--- src/rtl/rrp_pkg.sv ---
`timescale 1ns / 1ps

package rrp_pkg;

   // Register indexes on the configuration channel.
   localparam logic [7:0] CSR_IDX_TARGET = 8'd0;
   localparam logic [7:0] CSR_IDX_GAIN   = 8'd1;

   localparam logic [15:0] TARGET_RESET  = 16'h0A00;
   localparam logic [11:0] GAIN_RESET    = 12'd2011;
   localparam logic [15:0] SPAD_FALLBACK = 16'h8000;
   localparam logic [15:0] MAX16         = 16'hFFFF;

   // Raw range status codes that the decoder recognizes.
   localparam logic [7:0] RAW_HW_CONT    = 8'd1;
   localparam logic [7:0] RAW_HW_WDOG    = 8'd2;
   localparam logic [7:0] RAW_HW_PLL     = 8'd3;
   localparam logic [7:0] RAW_SIGNAL     = 8'd4;
   localparam logic [7:0] RAW_BOUNDS     = 8'd5;
   localparam logic [7:0] RAW_SIGMA      = 8'd6;
   localparam logic [7:0] RAW_WRAP       = 8'd7;
   localparam logic [7:0] RAW_MINCLIP    = 8'd8;
   localparam logic [7:0] RAW_COMPLETE   = 8'd9;
   localparam logic [7:0] RAW_XTALK      = 8'd12;
   localparam logic [7:0] RAW_MINRANGE   = 8'd13;
   localparam logic [7:0] RAW_HW_PROC    = 8'd17;
   localparam logic [7:0] RAW_SYNC       = 8'd18;

   // Dense status codes on the result channel.
   typedef enum logic [3:0] {
      ST_VALID    = 4'd0,
      ST_SIGMA    = 4'd1,
      ST_SIGNAL   = 4'd2,
      ST_MINCLIP  = 4'd3,
      ST_BOUNDS   = 4'd4,
      ST_HARDWARE = 4'd5,
      ST_NOWRAP   = 4'd6,
      ST_WRAP     = 4'd7,
      ST_XTALK    = 4'd8,
      ST_SYNC     = 4'd9,
      ST_MINRANGE = 4'd10,
      ST_NONE     = 4'd11
   } rrp_status_type;

   // Divider: quotient bits retired per cycle and the last iteration index of each pass.
   localparam int BITS_PER_CYCLE = 4;
   localparam logic [2:0] DIV1_LAST = 3'(32 / BITS_PER_CYCLE - 1);
   localparam logic [2:0] DIV2_LAST = 3'(16 / BITS_PER_CYCLE - 1);

   // One classified measurement on its way from front to back.
   typedef struct packed {
      logic [15:0] range_corr;
      logic [3:0]  status_code;
      logic [15:0] spad_count;
      logic [15:0] total_rate;
      logic [15:0] peak_rate;
      logic [15:0] ambient_rate;
   } rrp_job_type;

   typedef enum logic [1:0] {
      BACK_IDLE,
      BACK_DIV1,
      BACK_DIV2,
      BACK_DONE
   } rrp_back_state_type;

   typedef struct packed {
      logic job_pop;
      logic out_load;
   } rrp_back_ctrl_type;

endpackage

--- src/rtl/rrp_ifs.sv ---
`timescale 1ns / 1ps

interface rrp_req_if;
   logic        valid;
   logic        ready;
   logic [7:0]  raw_status;
   logic [7:0]  stream_ctr;
   logic [15:0] spad_count;
   logic [15:0] ambient_rate;
   logic [15:0] peak_rate;
   logic [15:0] raw_range;

   modport source (output valid, raw_status, stream_ctr, spad_count, ambient_rate,
                   peak_rate, raw_range, input ready);
   modport sink (input valid, raw_status, stream_ctr, spad_count, ambient_rate,
                 peak_rate, raw_range, output ready);
endinterface

interface rrp_rsp_if;
   logic        valid;
   logic        ready;
   logic [15:0] range_corr;
   logic [3:0]  status_code;
   logic [15:0] required_spads;
   logic [15:0] peak_rate_out;
   logic [15:0] ambient_rate_out;

   modport source (output valid, range_corr, status_code, required_spads, peak_rate_out,
                   ambient_rate_out, input ready);
   modport sink (input valid, range_corr, status_code, required_spads, peak_rate_out,
                 ambient_rate_out, output ready);
endinterface

interface rrp_csr_if;
   logic        valid;
   logic        ready;
   logic [7:0]  index;
   logic [15:0] data;

   modport source (output valid, index, data, input ready);
   modport sink (input valid, index, data, output ready);
endinterface

--- src/rtl/rrp_front.sv ---
`timescale 1ns / 1ps

module rrp_front (
   input  logic                 clock,
   input  logic                 reset,
   input  logic                 in_valid,
   output logic                 in_ready,
   input  logic [7:0]           raw_status,
   input  logic [7:0]           stream_ctr,
   input  logic [15:0]          spad_count,
   input  logic [15:0]          ambient_rate,
   input  logic [15:0]          peak_rate,
   input  logic [15:0]          raw_range,
   input  logic [11:0]          range_gain,
   output logic                 job_valid,
   input  logic                 job_ready,
   output rrp_pkg::rrp_job_type job
);

   logic                 valid_ff, valid_in;
   rrp_pkg::rrp_job_type job_ff, job_in;
   logic [27:0]          product;
   logic [17:0]          scaled;
   logic [16:0]          total;
   logic [3:0]           status;

   always_comb begin
      unique case (raw_status)
         rrp_pkg::RAW_HW_CONT, rrp_pkg::RAW_HW_WDOG, rrp_pkg::RAW_HW_PLL,
         rrp_pkg::RAW_HW_PROC:  status = rrp_pkg::ST_HARDWARE;
         rrp_pkg::RAW_SIGNAL:   status = rrp_pkg::ST_SIGNAL;
         rrp_pkg::RAW_BOUNDS:   status = rrp_pkg::ST_BOUNDS;
         rrp_pkg::RAW_SIGMA:    status = rrp_pkg::ST_SIGMA;
         rrp_pkg::RAW_WRAP:     status = rrp_pkg::ST_WRAP;
         rrp_pkg::RAW_MINCLIP:  status = rrp_pkg::ST_MINCLIP;
         rrp_pkg::RAW_COMPLETE: status = (stream_ctr == 8'd0) ? rrp_pkg::ST_NOWRAP
                                                              : rrp_pkg::ST_VALID;
         rrp_pkg::RAW_XTALK:    status = rrp_pkg::ST_XTALK;
         rrp_pkg::RAW_MINRANGE: status = rrp_pkg::ST_MINRANGE;
         rrp_pkg::RAW_SYNC:     status = rrp_pkg::ST_SYNC;
         default:               status = rrp_pkg::ST_NONE;
      endcase
   end

   // Range times gain over 2048, rounded half up and saturated.
   assign product = 28'(raw_range) * 28'(range_gain);
   assign scaled  = 18'((29'(product) + 29'h400) >> 11);
   assign total   = 17'(peak_rate) + 17'(ambient_rate);

   assign in_ready = !valid_ff || job_ready;

   always_comb begin
      valid_in = valid_ff;
      job_in   = job_ff;
      if (in_ready) begin
         valid_in = in_valid;
         job_in.range_corr   = (scaled > 18'(rrp_pkg::MAX16)) ? rrp_pkg::MAX16
                                                              : scaled[15:0];
         job_in.status_code  = status;
         job_in.spad_count   = spad_count;
         job_in.total_rate   = total[16] ? rrp_pkg::MAX16 : total[15:0];
         job_in.peak_rate    = peak_rate;
         job_in.ambient_rate = ambient_rate;
      end
   end

   always_ff @(posedge clock) begin
      if (reset) begin
         valid_ff <= 1'b0;
      end else begin
         valid_ff <= valid_in;
      end
      job_ff <= job_in;
   end

   assign job_valid = valid_ff;
   assign job       = job_ff;

endmodule

--- src/rtl/rrp_queue.sv ---
`timescale 1ns / 1ps

module rrp_queue (
   input  logic                 clock,
   input  logic                 reset,
   input  logic                 push_valid,
   output logic                 push_ready,
   input  rrp_pkg::rrp_job_type push_job,
   output logic                 pop_valid,
   input  logic                 pop_ready,
   output rrp_pkg::rrp_job_type pop_job
);

   rrp_pkg::rrp_job_type entry_ff [2];
   logic       wr_ptr_ff, wr_ptr_in;
   logic       rd_ptr_ff, rd_ptr_in;
   logic [1:0] count_ff, count_in;
   logic       push, pop;

   assign push_ready = (count_ff != 2'd2);
   assign pop_valid  = (count_ff != 2'd0);
   assign push       = push_valid && push_ready;
   assign pop        = pop_valid && pop_ready;
   assign pop_job    = entry_ff[rd_ptr_ff];

   always_comb begin
      wr_ptr_in = push ? !wr_ptr_ff : wr_ptr_ff;
      rd_ptr_in = pop ? !rd_ptr_ff : rd_ptr_ff;
      count_in  = 2'(count_ff + 2'(push) - 2'(pop));
   end

   always_ff @(posedge clock) begin
      if (reset) begin
         wr_ptr_ff <= 1'b0;
         rd_ptr_ff <= 1'b0;
         count_ff  <= 2'd0;
      end else begin
         wr_ptr_ff <= wr_ptr_in;
         rd_ptr_ff <= rd_ptr_in;
         count_ff  <= count_in;
      end
      if (push) begin
         entry_ff[wr_ptr_ff] <= push_job;
      end
   end

endmodule

--- src/rtl/rrp_back.sv ---
`timescale 1ns / 1ps

module rrp_back (
   input  logic                 clock,
   input  logic                 reset,
   input  logic                 job_valid,
   output logic                 job_ready,
   input  rrp_pkg::rrp_job_type job,
   input  logic [15:0]          target_total_rate,
   output logic                 out_valid,
   input  logic                 out_ready,
   output logic [15:0]          range_corr,
   output logic [3:0]           status_code,
   output logic [15:0]          required_spads,
   output logic [15:0]          peak_rate_out,
   output logic [15:0]          ambient_rate_out
);

   rrp_pkg::rrp_back_state_type state_ff, state_in;
   rrp_pkg::rrp_back_ctrl_type  ctrl;

   rrp_pkg::rrp_job_type job_ff;
   logic [32:0] rem_ff, rem_step;
   logic [31:0] dvd_ff, dvd_step;
   logic [31:0] quo_ff, quo_step;
   logic [31:0] div_ff;
   logic [2:0]  cnt_ff;
   logic [15:0] req_ff;
   logic        last_iter;

   logic        out_valid_ff;
   logic [15:0] o_range_ff, o_req_ff, o_peak_ff, o_amb_ff;
   logic [3:0]  o_status_ff;

   // Restoring division, several quotient bits per cycle.
   always_comb begin
      rem_step = rem_ff;
      dvd_step = dvd_ff;
      quo_step = quo_ff;
      for (int i = 0; i < rrp_pkg::BITS_PER_CYCLE; i++) begin
         rem_step = {rem_step[31:0], dvd_step[31]};
         dvd_step = {dvd_step[30:0], 1'b0};
         if (rem_step >= {1'b0, div_ff}) begin
            rem_step = rem_step - {1'b0, div_ff};
            quo_step = {quo_step[30:0], 1'b1};
         end else begin
            quo_step = {quo_step[30:0], 1'b0};
         end
      end
   end

   assign last_iter = (state_ff == rrp_pkg::BACK_DIV1) ? (cnt_ff == rrp_pkg::DIV1_LAST)
                                                       : (cnt_ff == rrp_pkg::DIV2_LAST);

   always_comb begin
      state_in = state_ff;
      unique case (state_ff)
         rrp_pkg::BACK_IDLE: begin
            if (job_valid) begin
               state_in = (job.spad_count == 16'd0) ? rrp_pkg::BACK_DONE
                                                    : rrp_pkg::BACK_DIV1;
            end
         end
         rrp_pkg::BACK_DIV1: begin
            if (last_iter) begin
               if (quo_step == 32'd0 || {16'd0, target_total_rate} >= quo_step) begin
                  state_in = rrp_pkg::BACK_DONE;
               end else begin
                  state_in = rrp_pkg::BACK_DIV2;
               end
            end
         end
         rrp_pkg::BACK_DIV2: begin
            if (last_iter) begin
               state_in = rrp_pkg::BACK_DONE;
            end
         end
         rrp_pkg::BACK_DONE: begin
            if (!out_valid_ff || out_ready) begin
               state_in = rrp_pkg::BACK_IDLE;
            end
         end
         default: state_in = rrp_pkg::BACK_IDLE;
      endcase
   end

   always_comb begin
      ctrl = '0;
      unique case (state_ff)
         rrp_pkg::BACK_IDLE: ctrl.job_pop  = 1'b1;
         rrp_pkg::BACK_DONE: ctrl.out_load = !out_valid_ff || out_ready;
         default:            ctrl = '0;
      endcase
   end

   assign job_ready = ctrl.job_pop;

   always_ff @(posedge clock) begin
      if (reset) begin
         state_ff     <= rrp_pkg::BACK_IDLE;
         out_valid_ff <= 1'b0;
      end else begin
         state_ff <= state_in;
         if (ctrl.out_load) begin
            out_valid_ff <= 1'b1;
         end else if (out_ready) begin
            out_valid_ff <= 1'b0;
         end
      end

      unique case (state_ff)
         rrp_pkg::BACK_IDLE: begin
            job_ff <= job;
            rem_ff <= 33'd0;
            dvd_ff <= {job.total_rate, 16'd0};
            quo_ff <= 32'd0;
            div_ff <= {16'd0, job.spad_count};
            cnt_ff <= 3'd0;
            req_ff <= rrp_pkg::SPAD_FALLBACK;
         end
         rrp_pkg::BACK_DIV1: begin
            rem_ff <= rem_step;
            dvd_ff <= dvd_step;
            quo_ff <= quo_step;
            cnt_ff <= 3'(cnt_ff + 3'd1);
            if (last_iter) begin
               // Second pass: the quotient fits 16 bits once the target is below
               // the rate per SPAD, so the remainder starts at the target itself.
               rem_ff <= {17'd0, target_total_rate};
               dvd_ff <= 32'd0;
               quo_ff <= 32'd0;
               div_ff <= quo_step;
               cnt_ff <= 3'd0;
               req_ff <= (quo_step == 32'd0) ? rrp_pkg::SPAD_FALLBACK : rrp_pkg::MAX16;
            end
         end
         rrp_pkg::BACK_DIV2: begin
            rem_ff <= rem_step;
            dvd_ff <= dvd_step;
            quo_ff <= quo_step;
            cnt_ff <= 3'(cnt_ff + 3'd1);
            if (last_iter) begin
               req_ff <= quo_step[15:0];
            end
         end
         default: begin
         end
      endcase

      if (ctrl.out_load) begin
         o_range_ff  <= job_ff.range_corr;
         o_status_ff <= job_ff.status_code;
         o_req_ff    <= req_ff;
         o_peak_ff   <= job_ff.peak_rate;
         o_amb_ff    <= job_ff.ambient_rate;
      end
   end

   assign out_valid        = out_valid_ff;
   assign range_corr       = o_range_ff;
   assign status_code      = o_status_ff;
   assign required_spads   = o_req_ff;
   assign peak_rate_out    = o_peak_ff;
   assign ambient_rate_out = o_amb_ff;

endmodule

--- src/rtl/ranging_result_postprocessor.sv ---
`timescale 1ns / 1ps

// Channel  Direction  Payload
// req      in         raw_status, stream_ctr, spad_count, ambient_rate, peak_rate, raw_range
// rsp      out        range_corr, status_code, required_spads, peak_rate_out, ambient_rate_out
// csr      in         index (0 target_total_rate, 1 range_gain), data
//
// The front stage takes one item a cycle while the queue has room, and registers its
// status, range and rate sum. The back divider retires four quotient bits a cycle, first
// for the rate per SPAD and then, if needed, for the SPAD target; it takes no new item until
// the last has moved to the output register, so that shared divider sets the sustained rate.
// Reset is synchronous; it empties the queue and the pipeline and restores both registers.
// A stalled rsp first holds the output register; the back stage, the two-entry queue and
// the front register then take up to four more items before req stops taking transfers.
module ranging_result_postprocessor (
   input logic   clock,
   input logic   reset,
   rrp_req_if.sink   req_chan,
   rrp_rsp_if.source rsp_chan,
   rrp_csr_if.sink   csr_chan
);

   logic [15:0] target_ff;
   logic [11:0] gain_ff;

   // Configuration is always taken; an unknown index is dropped.
   assign csr_chan.ready = 1'b1;

   always_ff @(posedge clock) begin
      if (reset) begin
         target_ff <= rrp_pkg::TARGET_RESET;
         gain_ff   <= rrp_pkg::GAIN_RESET;
      end else if (csr_chan.valid) begin
         if (csr_chan.index == rrp_pkg::CSR_IDX_TARGET) begin
            target_ff <= csr_chan.data;
         end else if (csr_chan.index == rrp_pkg::CSR_IDX_GAIN) begin
            gain_ff <= csr_chan.data[11:0];
         end
      end
   end

   logic                 f_valid, f_ready;
   rrp_pkg::rrp_job_type f_job;
   logic                 q_valid, q_ready;
   rrp_pkg::rrp_job_type q_job;

   rrp_front u_front (
      .clock        (clock),
      .reset        (reset),
      .in_valid     (req_chan.valid),
      .in_ready     (req_chan.ready),
      .raw_status   (req_chan.raw_status),
      .stream_ctr   (req_chan.stream_ctr),
      .spad_count   (req_chan.spad_count),
      .ambient_rate (req_chan.ambient_rate),
      .peak_rate    (req_chan.peak_rate),
      .raw_range    (req_chan.raw_range),
      .range_gain   (gain_ff),
      .job_valid    (f_valid),
      .job_ready    (f_ready),
      .job          (f_job)
   );

   rrp_queue u_queue (
      .clock      (clock),
      .reset      (reset),
      .push_valid (f_valid),
      .push_ready (f_ready),
      .push_job   (f_job),
      .pop_valid  (q_valid),
      .pop_ready  (q_ready),
      .pop_job    (q_job)
   );

   rrp_back u_back (
      .clock             (clock),
      .reset             (reset),
      .job_valid         (q_valid),
      .job_ready         (q_ready),
      .job               (q_job),
      .target_total_rate (target_ff),
      .out_valid         (rsp_chan.valid),
      .out_ready         (rsp_chan.ready),
      .range_corr        (rsp_chan.range_corr),
      .status_code       (rsp_chan.status_code),
      .required_spads    (rsp_chan.required_spads),
      .peak_rate_out     (rsp_chan.peak_rate_out),
      .ambient_rate_out  (rsp_chan.ambient_rate_out)
   );

endmodule

--- src/flat_wrapper.sv ---
// flat-port wrapper written by rule: the top's interface ports become plain ports
module ranging_result_postprocessor_flat 
  (clock, reset, req_chan_valid, req_chan_raw_status, req_chan_stream_ctr, req_chan_spad_count, req_chan_ambient_rate, req_chan_peak_rate, req_chan_raw_range, req_chan_ready, rsp_chan_valid, rsp_chan_range_corr, rsp_chan_status_code, rsp_chan_required_spads, rsp_chan_peak_rate_out, rsp_chan_ambient_rate_out, rsp_chan_ready, csr_chan_valid, csr_chan_index, csr_chan_data, csr_chan_ready);
  rrp_req_if req_chan_i ();
  rrp_rsp_if rsp_chan_i ();
  rrp_csr_if csr_chan_i ();
  input logic clock;
  input logic reset;
  input wire logic [$bits(req_chan_i.valid)-1:0] req_chan_valid;
  input wire logic [$bits(req_chan_i.raw_status)-1:0] req_chan_raw_status;
  input wire logic [$bits(req_chan_i.stream_ctr)-1:0] req_chan_stream_ctr;
  input wire logic [$bits(req_chan_i.spad_count)-1:0] req_chan_spad_count;
  input wire logic [$bits(req_chan_i.ambient_rate)-1:0] req_chan_ambient_rate;
  input wire logic [$bits(req_chan_i.peak_rate)-1:0] req_chan_peak_rate;
  input wire logic [$bits(req_chan_i.raw_range)-1:0] req_chan_raw_range;
  output wire logic [$bits(req_chan_i.ready)-1:0] req_chan_ready;
  output wire logic [$bits(rsp_chan_i.valid)-1:0] rsp_chan_valid;
  output wire logic [$bits(rsp_chan_i.range_corr)-1:0] rsp_chan_range_corr;
  output wire logic [$bits(rsp_chan_i.status_code)-1:0] rsp_chan_status_code;
  output wire logic [$bits(rsp_chan_i.required_spads)-1:0] rsp_chan_required_spads;
  output wire logic [$bits(rsp_chan_i.peak_rate_out)-1:0] rsp_chan_peak_rate_out;
  output wire logic [$bits(rsp_chan_i.ambient_rate_out)-1:0] rsp_chan_ambient_rate_out;
  input wire logic [$bits(rsp_chan_i.ready)-1:0] rsp_chan_ready;
  input wire logic [$bits(csr_chan_i.valid)-1:0] csr_chan_valid;
  input wire logic [$bits(csr_chan_i.index)-1:0] csr_chan_index;
  input wire logic [$bits(csr_chan_i.data)-1:0] csr_chan_data;
  output wire logic [$bits(csr_chan_i.ready)-1:0] csr_chan_ready;
  assign req_chan_i.valid = req_chan_valid;
  assign req_chan_i.raw_status = req_chan_raw_status;
  assign req_chan_i.stream_ctr = req_chan_stream_ctr;
  assign req_chan_i.spad_count = req_chan_spad_count;
  assign req_chan_i.ambient_rate = req_chan_ambient_rate;
  assign req_chan_i.peak_rate = req_chan_peak_rate;
  assign req_chan_i.raw_range = req_chan_raw_range;
  assign req_chan_ready = req_chan_i.ready;
  assign rsp_chan_valid = rsp_chan_i.valid;
  assign rsp_chan_range_corr = rsp_chan_i.range_corr;
  assign rsp_chan_status_code = rsp_chan_i.status_code;
  assign rsp_chan_required_spads = rsp_chan_i.required_spads;
  assign rsp_chan_peak_rate_out = rsp_chan_i.peak_rate_out;
  assign rsp_chan_ambient_rate_out = rsp_chan_i.ambient_rate_out;
  assign rsp_chan_i.ready = rsp_chan_ready;
  assign csr_chan_i.valid = csr_chan_valid;
  assign csr_chan_i.index = csr_chan_index;
  assign csr_chan_i.data = csr_chan_data;
  assign csr_chan_ready = csr_chan_i.ready;
  ranging_result_postprocessor u_core (.clock(clock), .reset(reset), .req_chan(req_chan_i), .rsp_chan(rsp_chan_i), .csr_chan(csr_chan_i));
endmodule
--- config.mk ---
export PLATFORM = sky130hd
export DESIGN_NAME = ranging_result_postprocessor_flat
export DESIGN_NICKNAME = d
export VERILOG_FILES = /design/src/rtl/rrp_pkg.sv /design/src/rtl/rrp_ifs.sv /design/src/rtl/rrp_front.sv /design/src/rtl/rrp_queue.sv /design/src/rtl/rrp_back.sv /design/src/rtl/ranging_result_postprocessor.sv /design/src/flat_wrapper.sv
export SDC_FILE = /design/constraint.sdc
export NUM_CORES = 1
export LEC_CHECK = 0
export ABC_AREA = 1
export BUFFER_PORTS_ARGS = -buffer_cell sky130_fd_sc_hd__buf_2
export CORE_ASPECT_RATIO = 2
export CORE_MARGIN = 2
export CORE_UTILIZATION = 30
export CTS_CLUSTER_DIAMETER = 50
export CTS_CLUSTER_SIZE = 24
export DETAILED_ROUTE_END_ITERATION = 8
export HOLD_SLACK_MARGIN = 0.12
export PLACE_DENSITY = 0.5
export SYNTH_ARGS = -nofsm -noshare
export SYNTH_HDL_FRONTEND = slang
export SYNTH_HIERARCHICAL = 1
export SYNTH_SLANG_ARGS = --single-unit
export TNS_END_PERCENT = 30
--- constraint.sdc ---
create_clock -name clock -period 13.4 [get_ports clock]
set_clock_uncertainty 0.2 [all_clocks]
set_input_delay 2.01 -clock clock [delete_from_list [all_inputs] [get_ports clock]]
set_output_delay 2.01 -clock clock [all_outputs]
set_load 0.05 [all_outputs]
==> impl_metrics.toml, run 1 <==
[critical_path]
r2r_cells = 62
cpMaxStageDelayCell = "o21ai_0"
crit_path_end_kind = "flop"
cp-start-kind = "flop"
cp.required_ps = 13720
max_stage_delay_ps = 900
worst_path_most_repeated_cell = "nand2_1"
worstPathArrival_ps = 12810
critPathKind = "reg -> reg"
worstPathMaxFanout = 31
r2r_slack_ps = 910

[drt]
drt_first_pass_iters = 6
drt-initial-drc-count = 1496
wire_per_inst_um = 23.0
num_vias = 27900
drc = 0
routed_via_density = 4.87
wl_um = 132000
drtAntennaViolNets = 0

[cells_and_area]
nets = 4655
filler_cell_count = 12400
final_util_pct = 33.9
fin_area_um2 = 40800
drive_gt1_share_pct = 11.5
area_growth_pct = 12.1

[yosys]
yosysWarnings = 6
synth_top_cell_by_area = "edfxtp_1"
synthArstFlopShare_pct = 0
yosys-top-cells-count = "nand2_1 (960), inv_1 (662), edfxtp_1 (499)"
ys_types = 61
netlist_area_um2 = 36400
synth_flop_cell = "edfxtp_1"
synth_edf_count = 499
syn_nets = 4457
yosysSeqAreaShare_pct = 43.2
yosysMostFrequentCell = "nand2_1"
synth_area_leaders = "edfxtp_1 (41%), nand2_1 (9.9%), ha_1 (8.4%), fa_1 (8.0%), inv_1 (6.8%)"
ys_ff_latch = 536
syn_inst = 3958
netlist.area_leader.share_pct = 41.1
post_synth.cell_area_avg_um2 = 9.21

[sta]
fin_crit_ps = 12490
max_freq_mhz = 80.1
hold_viol_final = 0
tns_ps = 0
drv_slew = 0
tightest_slew_ps = 1060
slew-limit-headroom_pct = 28.7
setup_violations = 0
fin_crit_sh_pct = 93.2
rsz0062_at_grt = "no"

[min_path]
hold_depth = 0
hp-class = "reg -> reg"

[placed_design]
place.gp.congestion = 1.06
post_dp_cell_area_um2 = 39400
dp_hpwl_um = 102000
portBuffers = 178

[clock_tree]
htreeDepth = 2
path_clk_slew_ps = 80
cts_max_path_buffers = 3
cts_setup_buffers = 0
cts_tree = "done"
cts_resized = 0
numCtsBuffers = 40
hold_buffers = 0
clkSinkCount = 536
insertion_delay_ps = 640
cts_root_buffer = "clkbuf_16"

[floorplan]
die_h_um = 497
io_pins = 180
fp.dieArea_um2 = 124000
std_cell_rows = 180
start_util_pct = 30.2
die_w_um = 250
core_area_um2 = 120000

[global_route]
grt-ovfl-total = 0
grt_pass1_wl_um = 191000
grt_pass1_vias = 29300
grt_max_degree = 58
antenna_found_initial = 13
grt_usage_pct = 21.1

[flow_run]
cap_viol_max_count = 0

[outcome]
status = "completed"
## critical path, delay by kind of cell, from the launching register on
family,cells,cell delay (ps)
buf+inv,11,1960
fa+ha+maj,5,2090
flops,1,360
simple gates,26,3160
compound gates,20,4570
## layout make-up
cell class	instances	area, µm²	share of cell area [%]
multi-input cells	2645	17700	43.3
repair buffers	260	1520	3.72
clock inverters	29	404	0.990
inverters	673	2530	6.19
flip-flops and latches	536	15700	38.5
diodes	3	7.51	0.0184
clock buffers	41	1030	2.51
well taps	1547	1940	4.74
## per-layer routing
layer | share of wire, % | vias up | global-route usage, %
met5 | 0.073 | - | 0
met4 | 9.9 | 14 | 17.4
met3 | 3.6 | 353 | 2.81
met2 | 54 | 742 | 40.9
met1 | 32 | 13500 | 19.2
li1 | - | 13400 | -
## stage by stage
stage               hold WS (ps)  instances  setup WS (ps)
floorplan                    200       3958           4140
global placement             201       5661           1340
detailed placement           205       5661           1380
CTS                          223       5731           1350
global route                 222       5732            246
finish                       223       5734            908
## flip-flops by register name, summed over array words and instances, names as in the netlist, 3 cells and up, named ones only
| name | cells |
|---|---|
| u_core/u_back/cnt_ff | 3 |
| u_core/u_back/quo_ff | 28 |
| u_core/u_back/req_ff | 16 |
| u_core/u_back/ambient_rate_out | 16 |
| u_core/u_back/peak_rate_out | 16 |
| u_core/target_ff | 16 |
| u_core/u_queue/entry_ff | 168 |
| u_core/u_back/required_spads | 16 |
| u_core/u_back/rem_ff | 32 |
| u_core/gain_ff | 12 |
| u_core/u_back/dvd_ff | 16 |
| u_core/u_back/status_code | 4 |
| u_core/u_back/div_ff | 32 |
| u_core/u_back/job_ff | 52 |
| u_core/u_back/range_corr | 16 |
| u_core/u_front/job | 84 |
## logic make-up after synthesis
logic type | count (synthesis) | share of synthesized area, %
compound gates | 512 | 7.94
xor+xnor | 128 | 3.08
fa+ha+maj | 390 | 16.4
buf+inv | 777 | 8.47
flops | 536 | 43.2
mux | 84 | 3.21
other cells | 1 | 0.0103
simple gates | 1530 | 17.7
## layout by cell type, fill, tap and decap left out, types with 12 or more instances in the layout
cell type / instances
nand2_1: 959
inv_1: 661
edfxtp_1: 499
ha_1: 243
a21oi_1: 226
nor2_1: 220
nand3_1: 199
buf_2: 178
fa_1: 146
o21ai_0: 137
buf_4: 81
xnor2_1: 65
xor2_1: 63
mux2_4: 60
clkbuf_16: 41
nand4_1: 38
dfxtp_1: 36
o21ai_1: 32
nor3_1: 31
o21bai_1: 27
mux2_2: 24
nor4_1: 17
a21o_1: 13
a22o_1: 12
## worst paths after layout
path                                                         start                                        end
worst max-delay path            u_core/u_back/div_ff[15]$_DFFE_PP_     u_core/u_back/state_ff[0]$_SDFFE_PP0P_
worst min-delay path             u_core/u_back/req_ff[7]$_DFFE_PP_  u_core/u_back/required_spads[7]$_DFFE_PP_
worst max register to register  u_core/u_back/div_ff[15]$_DFFE_PP_     u_core/u_back/state_ff[0]$_SDFFE_PP0P_
worst min register to register   u_core/u_back/req_ff[7]$_DFFE_PP_  u_core/u_back/required_spads[7]$_DFFE_PP_
Power of run 1 is left out: the tool's default activity adds up to more than one toggle a clock period on the data nets, which glitch-free logic cannot reach.
==> run 2: changes to the inputs <==
Settings changed: BUFFER_PORTS_ARGS -buffer_cell sky130_fd_sc_hd__buf_2 to not set, DONT_BUFFER_PORTS set to 1, PLACE_DENSITY 0.5 to 0.49.
==> impl_metrics.toml, run 2 (same netlist as run 1, synthesis figures left out) <==
[placed_design]
post_dp_cell_area_um2 = 38300
dp_hpwl_um = 103000
place.gp.congestion = 1.01
portBuffers = 0

[global_route]
grt_usage_pct = 21.1
grt_max_degree = 58
grt_pass1_wl_um = 190000
grt_pass1_vias = 28600
antenna_found_initial = 12
grt-ovfl-total = 0

[cells_and_area]
top_register = "u_core/u_queue/entry_ff"
final_cell_mix = "nand2_1 (959), inv_1 (661), edfxtp_1 (499), ha_1 (243), a21oi_1 (226)"
area_growth_pct = 9.42
nets = 4447
fin_area_um2 = 39900
final_common_cell = "nand2_1"
largest_reg_flops = 168
drive_gt1_share_pct = 7.11

[critical_path]
worst_path_most_repeated_cell = "nand2_1"
max_stage_delay_ps = 630
worstPathArrival_ps = 12150
critPathTopFamily = "compound AO/OA/AOI/OAI gates"
crit_path_end_kind = "flop"
worstPathMaxFanout = 42
r2r_slack_ps = 1580
cpMaxStageDelayCell = "o21ai_1"
critPathKind = "reg -> reg"
cp.required_ps = 13720
path_buf_inv = 8
cp-start-kind = "flop"

[clock_tree]
cts_resized = 0
insertion_delay_ps = 640
cts_tree = "done"
cts_max_path_buffers = 3
cts_root_buffer = "clkbuf_16"
hold_buffers = 0
cts_setup_buffers = 0
htreeDepth = 2
clkSinkCount = 536
numCtsBuffers = 42
path_clk_slew_ps = 90

[sta]
fin_crit_sh_pct = 88.2
hold_viol_final = 0
fin_crit_ps = 11820
setup_violations = 0
tightest_slew_ps = 1050
rsz0062_at_grt = "no"
max_freq_mhz = 84.6
slew-limit-headroom_pct = 29.1
tns_ps = 0
drv_slew = 0

[outcome]
status = "completed"

[floorplan]
fp.dieArea_um2 = 124000
start_util_pct = 30.2
core_area_um2 = 120000
die_h_um = 497
io_pins = 180
die_w_um = 250
std_cell_rows = 180

[drt]
drt-initial-drc-count = 1505
drc = 0
wire_per_inst_um = 23.7
routed_via_density = 4.94
drt_first_pass_iters = 5
wl_um = 131000
drtAntennaViolNets = 0
num_vias = 27300

[min_path]
hp-class = "reg -> reg"

[flow_run]
cap_viol_max_count = 0
run 2: cell types whose count changed in the layout (fill, tap and decap cells not counted), moves of 2 or more:
| cell | previous run | this run |
|---|---|---|
| inv_6 | 4 | 2 |
| clkinv_8 | 4 | 7 |
| clkinv_1 | 6 | 2 |
| clkinv_16 | 3 | 1 |
| inv_8 | 3 | 7 |
| buf_2 | 178 | 0 |
| clkinv_4 | 2 | 0 |
| buf_4 | 81 | 49 |
| clkbuf_1 | 0 | 2 |
| bufinv_16 | 0 | 3 |
run 2: through the flow:
step	std cells	setup slack [ps]	util (%)	hold slack, ps
2_1_floorplan	3958	4140	-	200
3_3_place_gp	5451	1790	31.8	202
3_5_place_dp	5451	1950	31.8	205
4_1_cts	5528	1900	33.1	209
5_1_grt	5529	413	33.1	232
6_report	5530	1580	33.1	216
run 2: path summary, 6_finish.rpt:
path	from	end	cells past startpoint
min	u_core/u_back/job_ff[74]$_DFFE_PP_	u_core/u_back/range_corr[6]$_DFFE_PP_	0
max reg2reg	u_core/u_back/div_ff[10]$_DFFE_PP_	u_core/u_back/state_ff[0]$_SDFFE_PP0P_	65
max	u_core/u_back/div_ff[10]$_DFFE_PP_	u_core/u_back/state_ff[0]$_SDFFE_PP0P_	65
min reg2reg	u_core/u_back/job_ff[74]$_DFFE_PP_	u_core/u_back/range_corr[6]$_DFFE_PP_	0
run 2: cell type report:
cell class | count | area (µm²)
clock inverter | 32 | 519
multi-input combinational | 2645 | 17700
timing repair buffer | 50 | 388
inverter | 673 | 2530
clock buffer | 45 | 1070
fill | 12400 | 80600
sequential | 536 | 15700
tap | 1547 | 1940
antenna | 2 | 5.00
run 2: layer usage:
metal | part of all wire [%] | track usage (%)
met2 | 55 | 41.1
met4 | 9.7 | 17.4
met1 | 31 | 18.6
met5 | 0.098 | 0
met3 | 4.0 | 3.16
Power of run 2 is left out for the same reason.
